`src/rtl/smab_pkg.sv`:
```
`timescale 1ns / 1ps

package smab_pkg;

  // Most results that one input word can cause
  localparam int unsigned MaxResults = 5;
  localparam int unsigned CntWidth   = $clog2(MaxResults + 1);

  // Host command bytes
  localparam logic [7:0] CmdPing    = 8'h01;
  localparam logic [7:0] CmdLoad    = 8'h03;
  localparam logic [7:0] CmdCall    = 8'h05;
  localparam logic [7:0] CmdJump    = 8'h06;
  localparam logic [7:0] CmdReadInc = 8'h08;
  localparam logic [7:0] CmdWrite   = 8'h0A;
  localparam logic [7:0] CmdReadFix = 8'h0C;

  // Answer bytes sent back to the host
  localparam logic [7:0] AnsPing  = 8'h02;
  localparam logic [7:0] AnsLoad  = 8'h04;
  localparam logic [7:0] AnsStart = 8'h07;
  localparam logic [7:0] AnsRead  = 8'h09;
  localparam logic [7:0] AnsWrite = 8'h0B;

  // Type byte codes
  localparam logic [7:0] TypeByte = 8'h01;
  localparam logic [7:0] TypeWord = 8'h02;
  localparam logic [7:0] TypeLong = 8'h04;

  typedef enum logic [1:0] {
    KIND_TX    = 2'd0,
    KIND_WRITE = 2'd1,
    KIND_READ  = 2'd2,
    KIND_START = 2'd3
  } kind_e;

  typedef enum logic [1:0] {
    SIZE_BYTE = 2'd0,
    SIZE_WORD = 2'd1,
    SIZE_LONG = 2'd2,
    SIZE_NONE = 2'd3
  } size_e;

  typedef enum logic [2:0] {
    PH_IDLE  = 3'd0,
    PH_TYPE  = 3'd1,
    PH_COUNT = 3'd2,
    PH_ADDR  = 3'd3,
    PH_DATA  = 3'd4,
    PH_WAIT  = 3'd5
  } phase_e;

  typedef struct packed {
    kind_e       kind;
    logic [7:0]  tx_byte;
    logic [31:0] bus_address;
    logic [31:0] write_value;
    size_e       size;
    logic        call_mode;
    logic        last;
  } result_t;

  typedef result_t result_list_t [MaxResults];

  function automatic size_e size_code(logic [7:0] t);
    size_e s;
    case (t)
      TypeByte: s = SIZE_BYTE;
      TypeWord: s = SIZE_WORD;
      TypeLong: s = SIZE_LONG;
      default:  s = SIZE_NONE;
    endcase
    return s;
  endfunction

  // Bytes moved per item of a size; an unknown size never moves data
  function automatic logic [2:0] size_bytes(size_e s);
    logic [2:0] nb;
    case (s)
      SIZE_BYTE: nb = 3'd1;
      SIZE_WORD: nb = 3'd2;
      default:   nb = 3'd4;
    endcase
    return nb;
  endfunction

  function automatic result_t mk_result(kind_e k, logic [7:0] tx, logic [31:0] addr,
                                        logic [31:0] val, size_e s, logic call);
    result_t r;
    r.kind        = k;
    r.tx_byte     = tx;
    r.bus_address = addr;
    r.write_value = val;
    r.size        = s;
    r.call_mode   = call;
    r.last        = 1'b0;
    return r;
  endfunction

endpackage

```
`src/rtl/serial_memory_access_bridge_unit.sv`:
```
`timescale 1ns / 1ps

// Serial host-to-bus bridge.
// Input channel (in_valid_i / in_stall_o): each word is either a host byte
// (operation_i = 0, rx_byte_i) or memory read data (operation_i = 1,
// read_data_i, right aligned). Host bytes form commands: ping, load, call,
// jump, incrementing read, fixed read and write, with big-endian fields.
// Output channel (out_valid_o / out_stall_i): one result word per handshake:
// a byte to transmit, a memory write, a read request or a program start;
// last_o marks the final word caused by one input word.
// The results of a word appear from the cycle after it is accepted, one per
// cycle while the receiver takes them. Input: one word per cycle while the
// receiver does not stall and each word causes at most one result; a word
// with more results (up to 5 for a long read response plus the next request)
// keeps the input stalled until they leave, and the next word is taken in the
// cycle the last of them leaves.
// Reset clears the parser to idle and empties the result queue.
// While the receiver stalls, the head word holds and input stalls as soon
// as the queue cannot take another word's results.

module serial_memory_access_bridge_unit #(
  parameter int unsigned ADDRESS_WIDTH = 32
) (
  input  logic        clk_i,
  input  logic        rst_ni,
  input  logic        in_valid_i,
  output logic        in_stall_o,
  input  logic        operation_i,
  input  logic [7:0]  rx_byte_i,
  input  logic [31:0] read_data_i,
  output logic        out_valid_o,
  input  logic        out_stall_i,
  output logic [1:0]  kind_o,
  output logic [7:0]  tx_byte_o,
  output logic [31:0] bus_address_o,
  output logic [31:0] write_value_o,
  output logic [1:0]  access_size_o,
  output logic        call_mode_o,
  output logic        last_o
);

  logic                          accept;
  logic                          take;
  logic                          space;
  smab_pkg::result_list_t        res;
  logic [smab_pkg::CntWidth-1:0] res_cnt;
  smab_pkg::result_t             head;

  assign in_stall_o = !space;
  assign accept     = in_valid_i && space;
  assign take       = out_valid_o && !out_stall_i;

  smab_parser #(
    .ADDRESS_WIDTH(ADDRESS_WIDTH)
  ) u_parser (
    .clk_i       (clk_i),
    .rst_ni      (rst_ni),
    .accept_i    (accept),
    .operation_i (operation_i),
    .rx_byte_i   (rx_byte_i),
    .read_data_i (read_data_i),
    .res_o       (res),
    .res_cnt_o   (res_cnt)
  );

  smab_result_queue u_queue (
    .clk_i     (clk_i),
    .rst_ni    (rst_ni),
    .load_i    (accept),
    .res_i     (res),
    .res_cnt_i (res_cnt),
    .take_i    (take),
    .space_o   (space),
    .valid_o   (out_valid_o),
    .head_o    (head)
  );

  assign kind_o        = head.kind;
  assign tx_byte_o     = head.tx_byte;
  assign bus_address_o = head.bus_address;
  assign write_value_o = head.write_value;
  assign access_size_o = head.size;
  assign call_mode_o   = head.call_mode;
  assign last_o        = head.last;

  // A new word enters only as the final pending result leaves
  a_accept_on_drain: assert property (@(posedge clk_i) disable iff (!rst_ni)
    (in_valid_i && !in_stall_o) |-> (!out_valid_o || (last_o && !out_stall_i)))
    else $error("input accepted while results still pending");

  // A start always ends its command
  a_start_last: assert property (@(posedge clk_i) disable iff (!rst_ni)
    (out_valid_o && kind_o == smab_pkg::KIND_START) |-> last_o)
    else $error("start result not marked last");

  // Only transmit words carry a byte
  a_tx_zero: assert property (@(posedge clk_i) disable iff (!rst_ni)
    (out_valid_o && kind_o != smab_pkg::KIND_TX) |-> (tx_byte_o == 8'd0))
    else $error("non-transmit result carries a byte");

endmodule

```
`src/rtl/smab_parser.sv`:
```
`timescale 1ns / 1ps

module smab_parser #(
  parameter int unsigned ADDRESS_WIDTH = 32
) (
  input  logic                          clk_i,
  input  logic                          rst_ni,
  input  logic                          accept_i,
  input  logic                          operation_i,
  input  logic [7:0]                    rx_byte_i,
  input  logic [31:0]                   read_data_i,
  output smab_pkg::result_list_t        res_o,
  output logic [smab_pkg::CntWidth-1:0] res_cnt_o
);

  localparam int unsigned CntW = smab_pkg::CntWidth;

  smab_pkg::phase_e         phase_q, phase_d;
  logic [7:0]               cmd_q, cmd_d;
  smab_pkg::size_e          size_q, size_d;
  logic [31:0]              items_q, items_d;
  logic [ADDRESS_WIDTH-1:0] addr_q, addr_d;
  logic [31:0]              word_q, word_d;
  logic [2:0]               bcnt_q, bcnt_d;

  always_ff @(posedge clk_i or negedge rst_ni) begin
    if (!rst_ni) begin
      phase_q <= smab_pkg::PH_IDLE;
      cmd_q   <= 8'd0;
      size_q  <= smab_pkg::SIZE_BYTE;
      items_q <= 32'd0;
      addr_q  <= '0;
      word_q  <= 32'd0;
      bcnt_q  <= 3'd0;
    end else if (accept_i) begin
      phase_q <= phase_d;
      cmd_q   <= cmd_d;
      size_q  <= size_d;
      items_q <= items_d;
      addr_q  <= addr_d;
      word_q  <= word_d;
      bcnt_q  <= bcnt_d;
    end
  end

  always_comb begin
    logic [31:0]              word_sh;
    logic [2:0]               bcnt_inc;
    logic [ADDRESS_WIDTH-1:0] addr_new;
    logic [ADDRESS_WIDTH-1:0] addr_next;
    smab_pkg::size_e          dsize;
    logic [2:0]               nb;
    logic [CntW-1:0]          n;

    phase_d  = phase_q;
    cmd_d    = cmd_q;
    size_d   = size_q;
    items_d  = items_q;
    addr_d   = addr_q;
    word_d   = word_q;
    bcnt_d   = bcnt_q;
    n        = '0;
    for (int i = 0; i < smab_pkg::MaxResults; i++) begin
      res_o[i] = '0;
    end

    word_sh   = {word_q[23:0], rx_byte_i};
    bcnt_inc  = bcnt_q + 3'd1;
    addr_new  = word_sh[ADDRESS_WIDTH-1:0];
    dsize     = (cmd_q == smab_pkg::CmdLoad) ? smab_pkg::SIZE_BYTE : size_q;
    nb        = smab_pkg::size_bytes(operation_i ? size_q : dsize);
    addr_next = addr_q + ADDRESS_WIDTH'(nb);

    if (!operation_i) begin
      case (phase_q)
        smab_pkg::PH_IDLE: begin
          word_d = 32'd0;
          bcnt_d = 3'd0;
          if (rx_byte_i == smab_pkg::CmdPing) begin
            res_o[n] = smab_pkg::mk_result(smab_pkg::KIND_TX, smab_pkg::AnsPing, 32'd0,
                                           32'd0, smab_pkg::SIZE_BYTE, 1'b0);
            n = n + CntW'(1);
          end else if (rx_byte_i == smab_pkg::CmdLoad) begin
            cmd_d   = rx_byte_i;
            phase_d = smab_pkg::PH_COUNT;
          end else if (rx_byte_i == smab_pkg::CmdCall || rx_byte_i == smab_pkg::CmdJump) begin
            cmd_d   = rx_byte_i;
            phase_d = smab_pkg::PH_ADDR;
          end else if (rx_byte_i == smab_pkg::CmdReadInc || rx_byte_i == smab_pkg::CmdWrite ||
                       rx_byte_i == smab_pkg::CmdReadFix) begin
            cmd_d   = rx_byte_i;
            phase_d = smab_pkg::PH_TYPE;
          end
        end
        smab_pkg::PH_TYPE: begin
          size_d  = smab_pkg::size_code(rx_byte_i);
          phase_d = smab_pkg::PH_COUNT;
        end
        smab_pkg::PH_COUNT: begin
          word_d = word_sh;
          bcnt_d = bcnt_inc;
          if (bcnt_inc >= 3'd4) begin
            items_d = word_sh;
            word_d  = 32'd0;
            bcnt_d  = 3'd0;
            phase_d = smab_pkg::PH_ADDR;
          end
        end
        smab_pkg::PH_ADDR: begin
          word_d = word_sh;
          bcnt_d = bcnt_inc;
          if (bcnt_inc >= 3'd4) begin
            addr_d  = addr_new;
            word_d  = 32'd0;
            bcnt_d  = 3'd0;
            phase_d = smab_pkg::PH_IDLE;
            if (cmd_q == smab_pkg::CmdCall || cmd_q == smab_pkg::CmdJump) begin
              res_o[n] = smab_pkg::mk_result(smab_pkg::KIND_TX, smab_pkg::AnsStart, 32'd0,
                                             32'd0, smab_pkg::SIZE_BYTE, 1'b0);
              n = n + CntW'(1);
              res_o[n] = smab_pkg::mk_result(smab_pkg::KIND_START, 8'd0, 32'(addr_new),
                                             32'd0, smab_pkg::SIZE_BYTE,
                                             cmd_q == smab_pkg::CmdCall);
              n = n + CntW'(1);
            end else if (cmd_q == smab_pkg::CmdLoad) begin
              if (items_q == 32'd0) begin
                res_o[n] = smab_pkg::mk_result(smab_pkg::KIND_TX, smab_pkg::AnsLoad, 32'd0,
                                               32'd0, smab_pkg::SIZE_BYTE, 1'b0);
                n = n + CntW'(1);
              end else begin
                phase_d = smab_pkg::PH_DATA;
              end
            end else if (cmd_q == smab_pkg::CmdWrite) begin
              if (items_q == 32'd0 || size_q == smab_pkg::SIZE_NONE) begin
                res_o[n] = smab_pkg::mk_result(smab_pkg::KIND_TX, smab_pkg::AnsWrite, 32'd0,
                                               32'd0, smab_pkg::SIZE_BYTE, 1'b0);
                n = n + CntW'(1);
              end else begin
                phase_d = smab_pkg::PH_DATA;
              end
            end else begin
              res_o[n] = smab_pkg::mk_result(smab_pkg::KIND_TX, smab_pkg::AnsRead, 32'd0,
                                             32'd0, smab_pkg::SIZE_BYTE, 1'b0);
              n = n + CntW'(1);
              if (items_q != 32'd0 && size_q != smab_pkg::SIZE_NONE) begin
                res_o[n] = smab_pkg::mk_result(smab_pkg::KIND_READ, 8'd0, 32'(addr_new),
                                               32'd0, size_q, 1'b0);
                n = n + CntW'(1);
                phase_d = smab_pkg::PH_WAIT;
              end
            end
          end
        end
        smab_pkg::PH_DATA: begin
          word_d = word_sh;
          bcnt_d = bcnt_inc;
          if (bcnt_inc >= nb) begin
            res_o[n] = smab_pkg::mk_result(smab_pkg::KIND_WRITE, 8'd0, 32'(addr_q),
                                           word_sh, dsize, 1'b0);
            n = n + CntW'(1);
            addr_d  = addr_next;
            items_d = items_q - 32'd1;
            word_d  = 32'd0;
            bcnt_d  = 3'd0;
            if (items_q == 32'd1) begin
              res_o[n] = smab_pkg::mk_result(smab_pkg::KIND_TX,
                                             (cmd_q == smab_pkg::CmdLoad) ?
                                             smab_pkg::AnsLoad : smab_pkg::AnsWrite,
                                             32'd0, 32'd0, smab_pkg::SIZE_BYTE, 1'b0);
              n = n + CntW'(1);
              phase_d = smab_pkg::PH_IDLE;
            end
          end
        end
        default: begin
          // drop host bytes while read data is due
        end
      endcase
    end else if (phase_q == smab_pkg::PH_WAIT && size_q != smab_pkg::SIZE_NONE) begin
      // send read data most significant byte first
      if (size_q == smab_pkg::SIZE_LONG) begin
        res_o[n] = smab_pkg::mk_result(smab_pkg::KIND_TX, read_data_i[31:24], 32'd0, 32'd0,
                                       smab_pkg::SIZE_BYTE, 1'b0);
        n = n + CntW'(1);
        res_o[n] = smab_pkg::mk_result(smab_pkg::KIND_TX, read_data_i[23:16], 32'd0, 32'd0,
                                       smab_pkg::SIZE_BYTE, 1'b0);
        n = n + CntW'(1);
      end
      if (size_q == smab_pkg::SIZE_LONG || size_q == smab_pkg::SIZE_WORD) begin
        res_o[n] = smab_pkg::mk_result(smab_pkg::KIND_TX, read_data_i[15:8], 32'd0, 32'd0,
                                       smab_pkg::SIZE_BYTE, 1'b0);
        n = n + CntW'(1);
      end
      res_o[n] = smab_pkg::mk_result(smab_pkg::KIND_TX, read_data_i[7:0], 32'd0, 32'd0,
                                     smab_pkg::SIZE_BYTE, 1'b0);
      n = n + CntW'(1);
      items_d = items_q - 32'd1;
      if (cmd_q == smab_pkg::CmdReadInc) begin
        addr_d = addr_next;
      end
      if (items_q != 32'd1) begin
        res_o[n] = smab_pkg::mk_result(smab_pkg::KIND_READ, 8'd0,
                                       32'((cmd_q == smab_pkg::CmdReadInc) ? addr_next : addr_q),
                                       32'd0, size_q, 1'b0);
        n = n + CntW'(1);
      end else begin
        phase_d = smab_pkg::PH_IDLE;
      end
    end

    for (int i = 0; i < smab_pkg::MaxResults; i++) begin
      res_o[i].last = (CntW'(i) == n - CntW'(1));
    end
    res_cnt_o = n;
  end

endmodule

```
`src/rtl/smab_result_queue.sv`:
```
`timescale 1ns / 1ps

module smab_result_queue (
  input  logic                          clk_i,
  input  logic                          rst_ni,
  input  logic                          load_i,
  input  smab_pkg::result_list_t        res_i,
  input  logic [smab_pkg::CntWidth-1:0] res_cnt_i,
  input  logic                          take_i,
  output logic                          space_o,
  output logic                          valid_o,
  output smab_pkg::result_t             head_o
);

  localparam int unsigned CntW = smab_pkg::CntWidth;

  smab_pkg::result_list_t ent_q, ent_d;
  logic [CntW-1:0]        cnt_q, cnt_d;

  assign valid_o = (cnt_q != '0);
  assign head_o  = ent_q[0];
  // take a new list once the last pending word leaves
  assign space_o = (cnt_q == '0) || (cnt_q == CntW'(1) && take_i);

  always_comb begin
    ent_d = ent_q;
    cnt_d = cnt_q;
    if (load_i) begin
      ent_d = res_i;
      cnt_d = res_cnt_i;
    end else if (take_i) begin
      for (int i = 0; i < smab_pkg::MaxResults - 1; i++) begin
        ent_d[i] = ent_q[i + 1];
      end
      cnt_d = cnt_q - CntW'(1);
    end
  end

  always_ff @(posedge clk_i) begin
    ent_q <= ent_d;
  end

  always_ff @(posedge clk_i or negedge rst_ni) begin
    if (!rst_ni) begin
      cnt_q <= '0;
    end else begin
      cnt_q <= cnt_d;
    end
  end

endmodule

```
`config.mk`:
```
export PLATFORM = sky130hd
export DESIGN_NAME = serial_memory_access_bridge_unit
export DESIGN_NICKNAME = d
export VERILOG_FILES = /design/src/rtl/smab_pkg.sv /design/src/rtl/serial_memory_access_bridge_unit.sv /design/src/rtl/smab_parser.sv /design/src/rtl/smab_result_queue.sv
export SDC_FILE = /design/constraint.sdc
export NUM_CORES = 1
export LEC_CHECK = 0
export BUFFER_PORTS_ARGS = -buffer_cell sky130_fd_sc_hd__buf_2
export CAP_MARGIN = 25
export CORE_ASPECT_RATIO = 0.6
export CORE_UTILIZATION = 60
export CTS_CLUSTER_DIAMETER = 200
export DETAILED_ROUTE_END_ITERATION = 7
export GPL_TIMING_DRIVEN = 0
export PLACE_DENSITY = 0.78
export SLEW_MARGIN = 20
export SYNTH_ARGS = -nofsm -noshare
export SYNTH_HDL_FRONTEND = slang
export SYNTH_HIERARCHICAL = 1
export SYNTH_SLANG_ARGS = --single-unit
```
`constraint.sdc`:
```
create_clock -name clk_i -period 10.7 [get_ports clk_i]
set_input_delay 1.07 -clock clk_i [delete_from_list [all_inputs] [get_ports clk_i]]
set_output_delay 1.07 -clock clk_i [all_outputs]
set_load 0.02 [all_outputs]
```
==> results.cfg <==
[clocking]
cts_buffer_depth = 3
cts_made_buffers = 47
clk_latency_ns = 0.57
cts.sinks = 497
cts_resized = 0
ctsHoldBuffers = 0
cts_setup_buffers = 0
clk_pin_slew_ns = 0.07
cts_root_buffer = clkbuf_16
tritoncts = done
cts_htree_levels = 2

[yosys]
synth-edff-count = 390
synth_top_family_by_area = multiplexers
synth_top_area_share_pct = 41.2
ys_ff_latch = 497
synthXorXnorAreaFrac_pct = 1.33
synthMuxAreaShare_pct = 17.1
synth_compound_area_share_pct = 8.46
yosys_warnings = 6
netlist_top_cells_area = edfxtp_1, mux2_4, dfrtp_1
syn_area_sq_um = 28400
synthCells = 2306
synthAdderAreaFrac_pct = 0.705
synth.avg_cell_area_sq_um = 12.3
yosysTopAreaCell = edfxtp_1
ys_async_sr_fraction_pct = 21.5
synth-simple-area-share_pct = 11.3
ys.flop_type = edfxtp_1
yosysSeqAreaShare_pct = 50.7
ys_types = 79

[drt]
drt-initial-drc-count = 2836
num_vias = 20082
drtAntennaViolNets = 0
drc = 0
drt_pass1_iterations = 6
wl_per_cell_um = 25.6
wl_um = 84600
vias_per_cell = 6.09

[layout]
final_cells = 3299
diodes = 0
final_nets = 2692
drive_above_1_share_pct = 31.4
syn_to_final_growth_pct = 13.3
final_area_sq_um = 32200

[power_and_ir_drop]
leakage_nw = 13.3
power_frac_seq_pct = 41.0
max-vdd-ir-drop_uv = 204
power_frac_comb_pct = 38.4
p_sw_mw = 2.59
switching_share_pct = 31.3
p_clk_share_pct = 20.6
internal_power_mw = 5.70
power_density_nw_per_um2 = 258

[place]
placed_area_sq_um = 30600
place_inst = 3211
routabilityCongestion = 1.05
dp.final_hpwl_um = 61500
port_buffers = 121

[floorplan]
std_cell_rows = 61
io_pins = 125
coreArea_sq_um = 46500
die_h_um = 171
die_w_um = 283
dieArea_sq_um = 48200
initial_core_util_pct = 61.1

[worst_setup_path]
cp-startpoint = operation_i
endpoint_kind = flip-flop
r2r_slack_ns = 4.99
r2r_start = u_parser/cmd_q[5]$_DFFE_PN0P_
critPathLaunchType = input port
critical_path_class = input port to flip-flop
arrival_ns = 6.50
critPathRequiredTime_ns = 11.01
critPathMaxFanout = 10

[grt]
grt_pass1_wl_um = 123000
track_usage_pct = 35.2
gr-total-overflow = 0
grt_max_degree = 63
antenna_found_initial = 1
grt_pass1_vias = 18655

[min_path]
hold_path.class = input port to async pin

[flow_run]
max_cap_viol_count = 0

[sta]
fin_skew_ns = 0.0216
setup_viol = 0
rsz0062_at_grt = false
relSlewSlack_pct = 24.6
tightest_slew_ns = 1.12
fin_crit_sh_pct = 57.9
finalHoldViolations = 0
max_freq_mhz = 162
layout_min_cycle_time_ns = 6.19
slew_violations = 0

[status]
status = complete, no violations
==> layer usage <==
layer / track usage, % / wire, um / up-vias
li1: - / - / 8747
met1: 53.4 / 36700 / 9881
met2: 49.1 / 34800 / 1297
met3: 9.93 / 10900 / 157
met4: 8.74 / 2170 / 0
met5: 0 / 0 / -
==> logic make-up after synthesis <==
| family | Yosys count |
|---|---|
| AO/OA/AOI/OAI | 363 |
| XOR/XNOR | 43 |
| adder cells (fa/ha/maj) | 16 |
| buffers and inverters | 401 |
| flip-flops | 497 |
| multiplexers | 338 |
| other | 1 |
| AND/OR/NAND/NOR | 647 |
==> cells in the mapped netlist (all sizes together) (21+ instances only) <==
cell type	n
a21oi	64
a22o	32
and3	73
buf	286
clkbuf	94
dfrtp	107
edfxtp	390
inv	21
mux2	318
nand2	139
nand2b	22
nand3	33
nor2	207
nor2b	21
nor3	47
nor4	24
o21ai	125
xnor2	30
==> metrics by stage <==
step	TNS, ns	power, mW	setup WS, ns	util, %	hold slack (ns)
final	0	8.30	4.51	69.2	0.474
after global routing	0	8.61	4.61	69.2	0.491
after CTS	0	8.28	4.91	69.2	0.468
after detailed placement	0	6.57	4.32	65.8	0.475
after global placement	-255.26	6.51	-0.865	65.2	0.472
after floorplan	0	5.77	2.48	-	0.448
==> path summary, 6_finish.rpt <==
path                                               endpoint  cells past startpoint
setup / recovery               u_queue/ent_q[298]$_DFFE_PP_                     14
hold / removal              u_parser/addr_q[19]$_DFFE_PN0P_                      1
setup reg to reg               u_queue/ent_q[298]$_DFFE_PP_                     12
hold reg to reg            u_parser/items_q[11]$_DFFE_PN0P_                      1
max in group asynchronous  u_parser/items_q[27]$_DFFE_PN0P_                      2
min in group clk_i         u_parser/items_q[11]$_DFFE_PN0P_                      1
==> state kept, by name (all words and copies together) (netlist names) <==
signal,count
u_parser/addr_q,32
u_parser/bcnt_q,3
u_parser/cmd_q,8
u_parser/items_q,32
u_parser/phase_q,3
u_parser/size_q,2
u_parser/word_q,24
u_queue/cnt_q,3
u_queue/ent_q,312
u_queue/head_o,78
==> power by group through the flow <==
stage	clock network (mW)	registers (mW)	logic (mW)
6_report	1.71	3.40	3.19
5_1_grt	1.80	3.46	3.35
4_1_cts	1.73	3.40	3.15
3_5_place_dp	0	3.43	3.14
3_3_place_gp	0	3.52	2.99
2_1_floorplan	0	3.39	2.38
==> critical path, cell delays in order <==
cell and delay, ns:
buf_4 0.17, inv_1 0.08, clkbuf_1 0.76, nand3_1 0.39, o21ai_0 0.28, ha_1 0.29, ha_1 0.31, o311ai_4 0.19
a2111oi_4 0.70, nand4_1 0.58, o21a_1 0.39, nor2_1 0.67, o21ai_0 0.28, mux2_4 0.31
==> area by class of cell <==
class | count | area, sq um
clock inverter | 28 | 243
fill | 3296 | 14300
multi-input combinational | 1551 | 11600
tap | 630 | 788
buffer | 380 | 2860
sequential | 497 | 14400
inverter | 21 | 78.8
clock buffer | 59 | 1320
timing repair buffer | 133 | 858
==> cell usage in the layout (no fill, tap or decap), types with 11 or more instances in the layout <==
| cell | Yosys | final |
|---|---|---|
| a21oi_1 | 64 | 63 |
| edfxtp_1 | 390 | 390 |
| mux2_2 | 28 | 28 |
| xor2_1 | 13 | 13 |
| nor4_1 | 18 | 17 |
| nor3_1 | 47 | 47 |
| conb_1 | 1 | 144 |
| or3_1 | 12 | 12 |
| nand3_1 | 33 | 33 |
| o21ai_0 | 125 | 125 |
| nor2b_1 | 20 | 20 |
| buf_12 | 32 | 34 |
| a22oi_1 | 20 | 20 |
| o21a_1 | 11 | 11 |
| and2_1 | 19 | 18 |
| a22o_1 | 32 | 32 |
| nand2_1 | 138 | 138 |
| clkbuf_1 | 94 | 100 |
| nand4_1 | 16 | 16 |
| xnor2_1 | 30 | 30 |
| ha_1 | 16 | 16 |
| buf_2 | 21 | 141 |
| buf_4 | 227 | 229 |
| and3_1 | 73 | 73 |
| mux2_4 | 290 | 290 |
| nand2b_1 | 22 | 22 |
| clkinv_2 | 0 | 12 |
| dfrtp_1 | 107 | 107 |
| inv_1 | 21 | 21 |
| o211ai_1 | 11 | 11 |
| mux2i_1 | 20 | 20 |
| clkbuf_16 | 0 | 51 |
| nor2_1 | 207 | 206 |
Note: power is estimated with default switching activity, not from simulation.
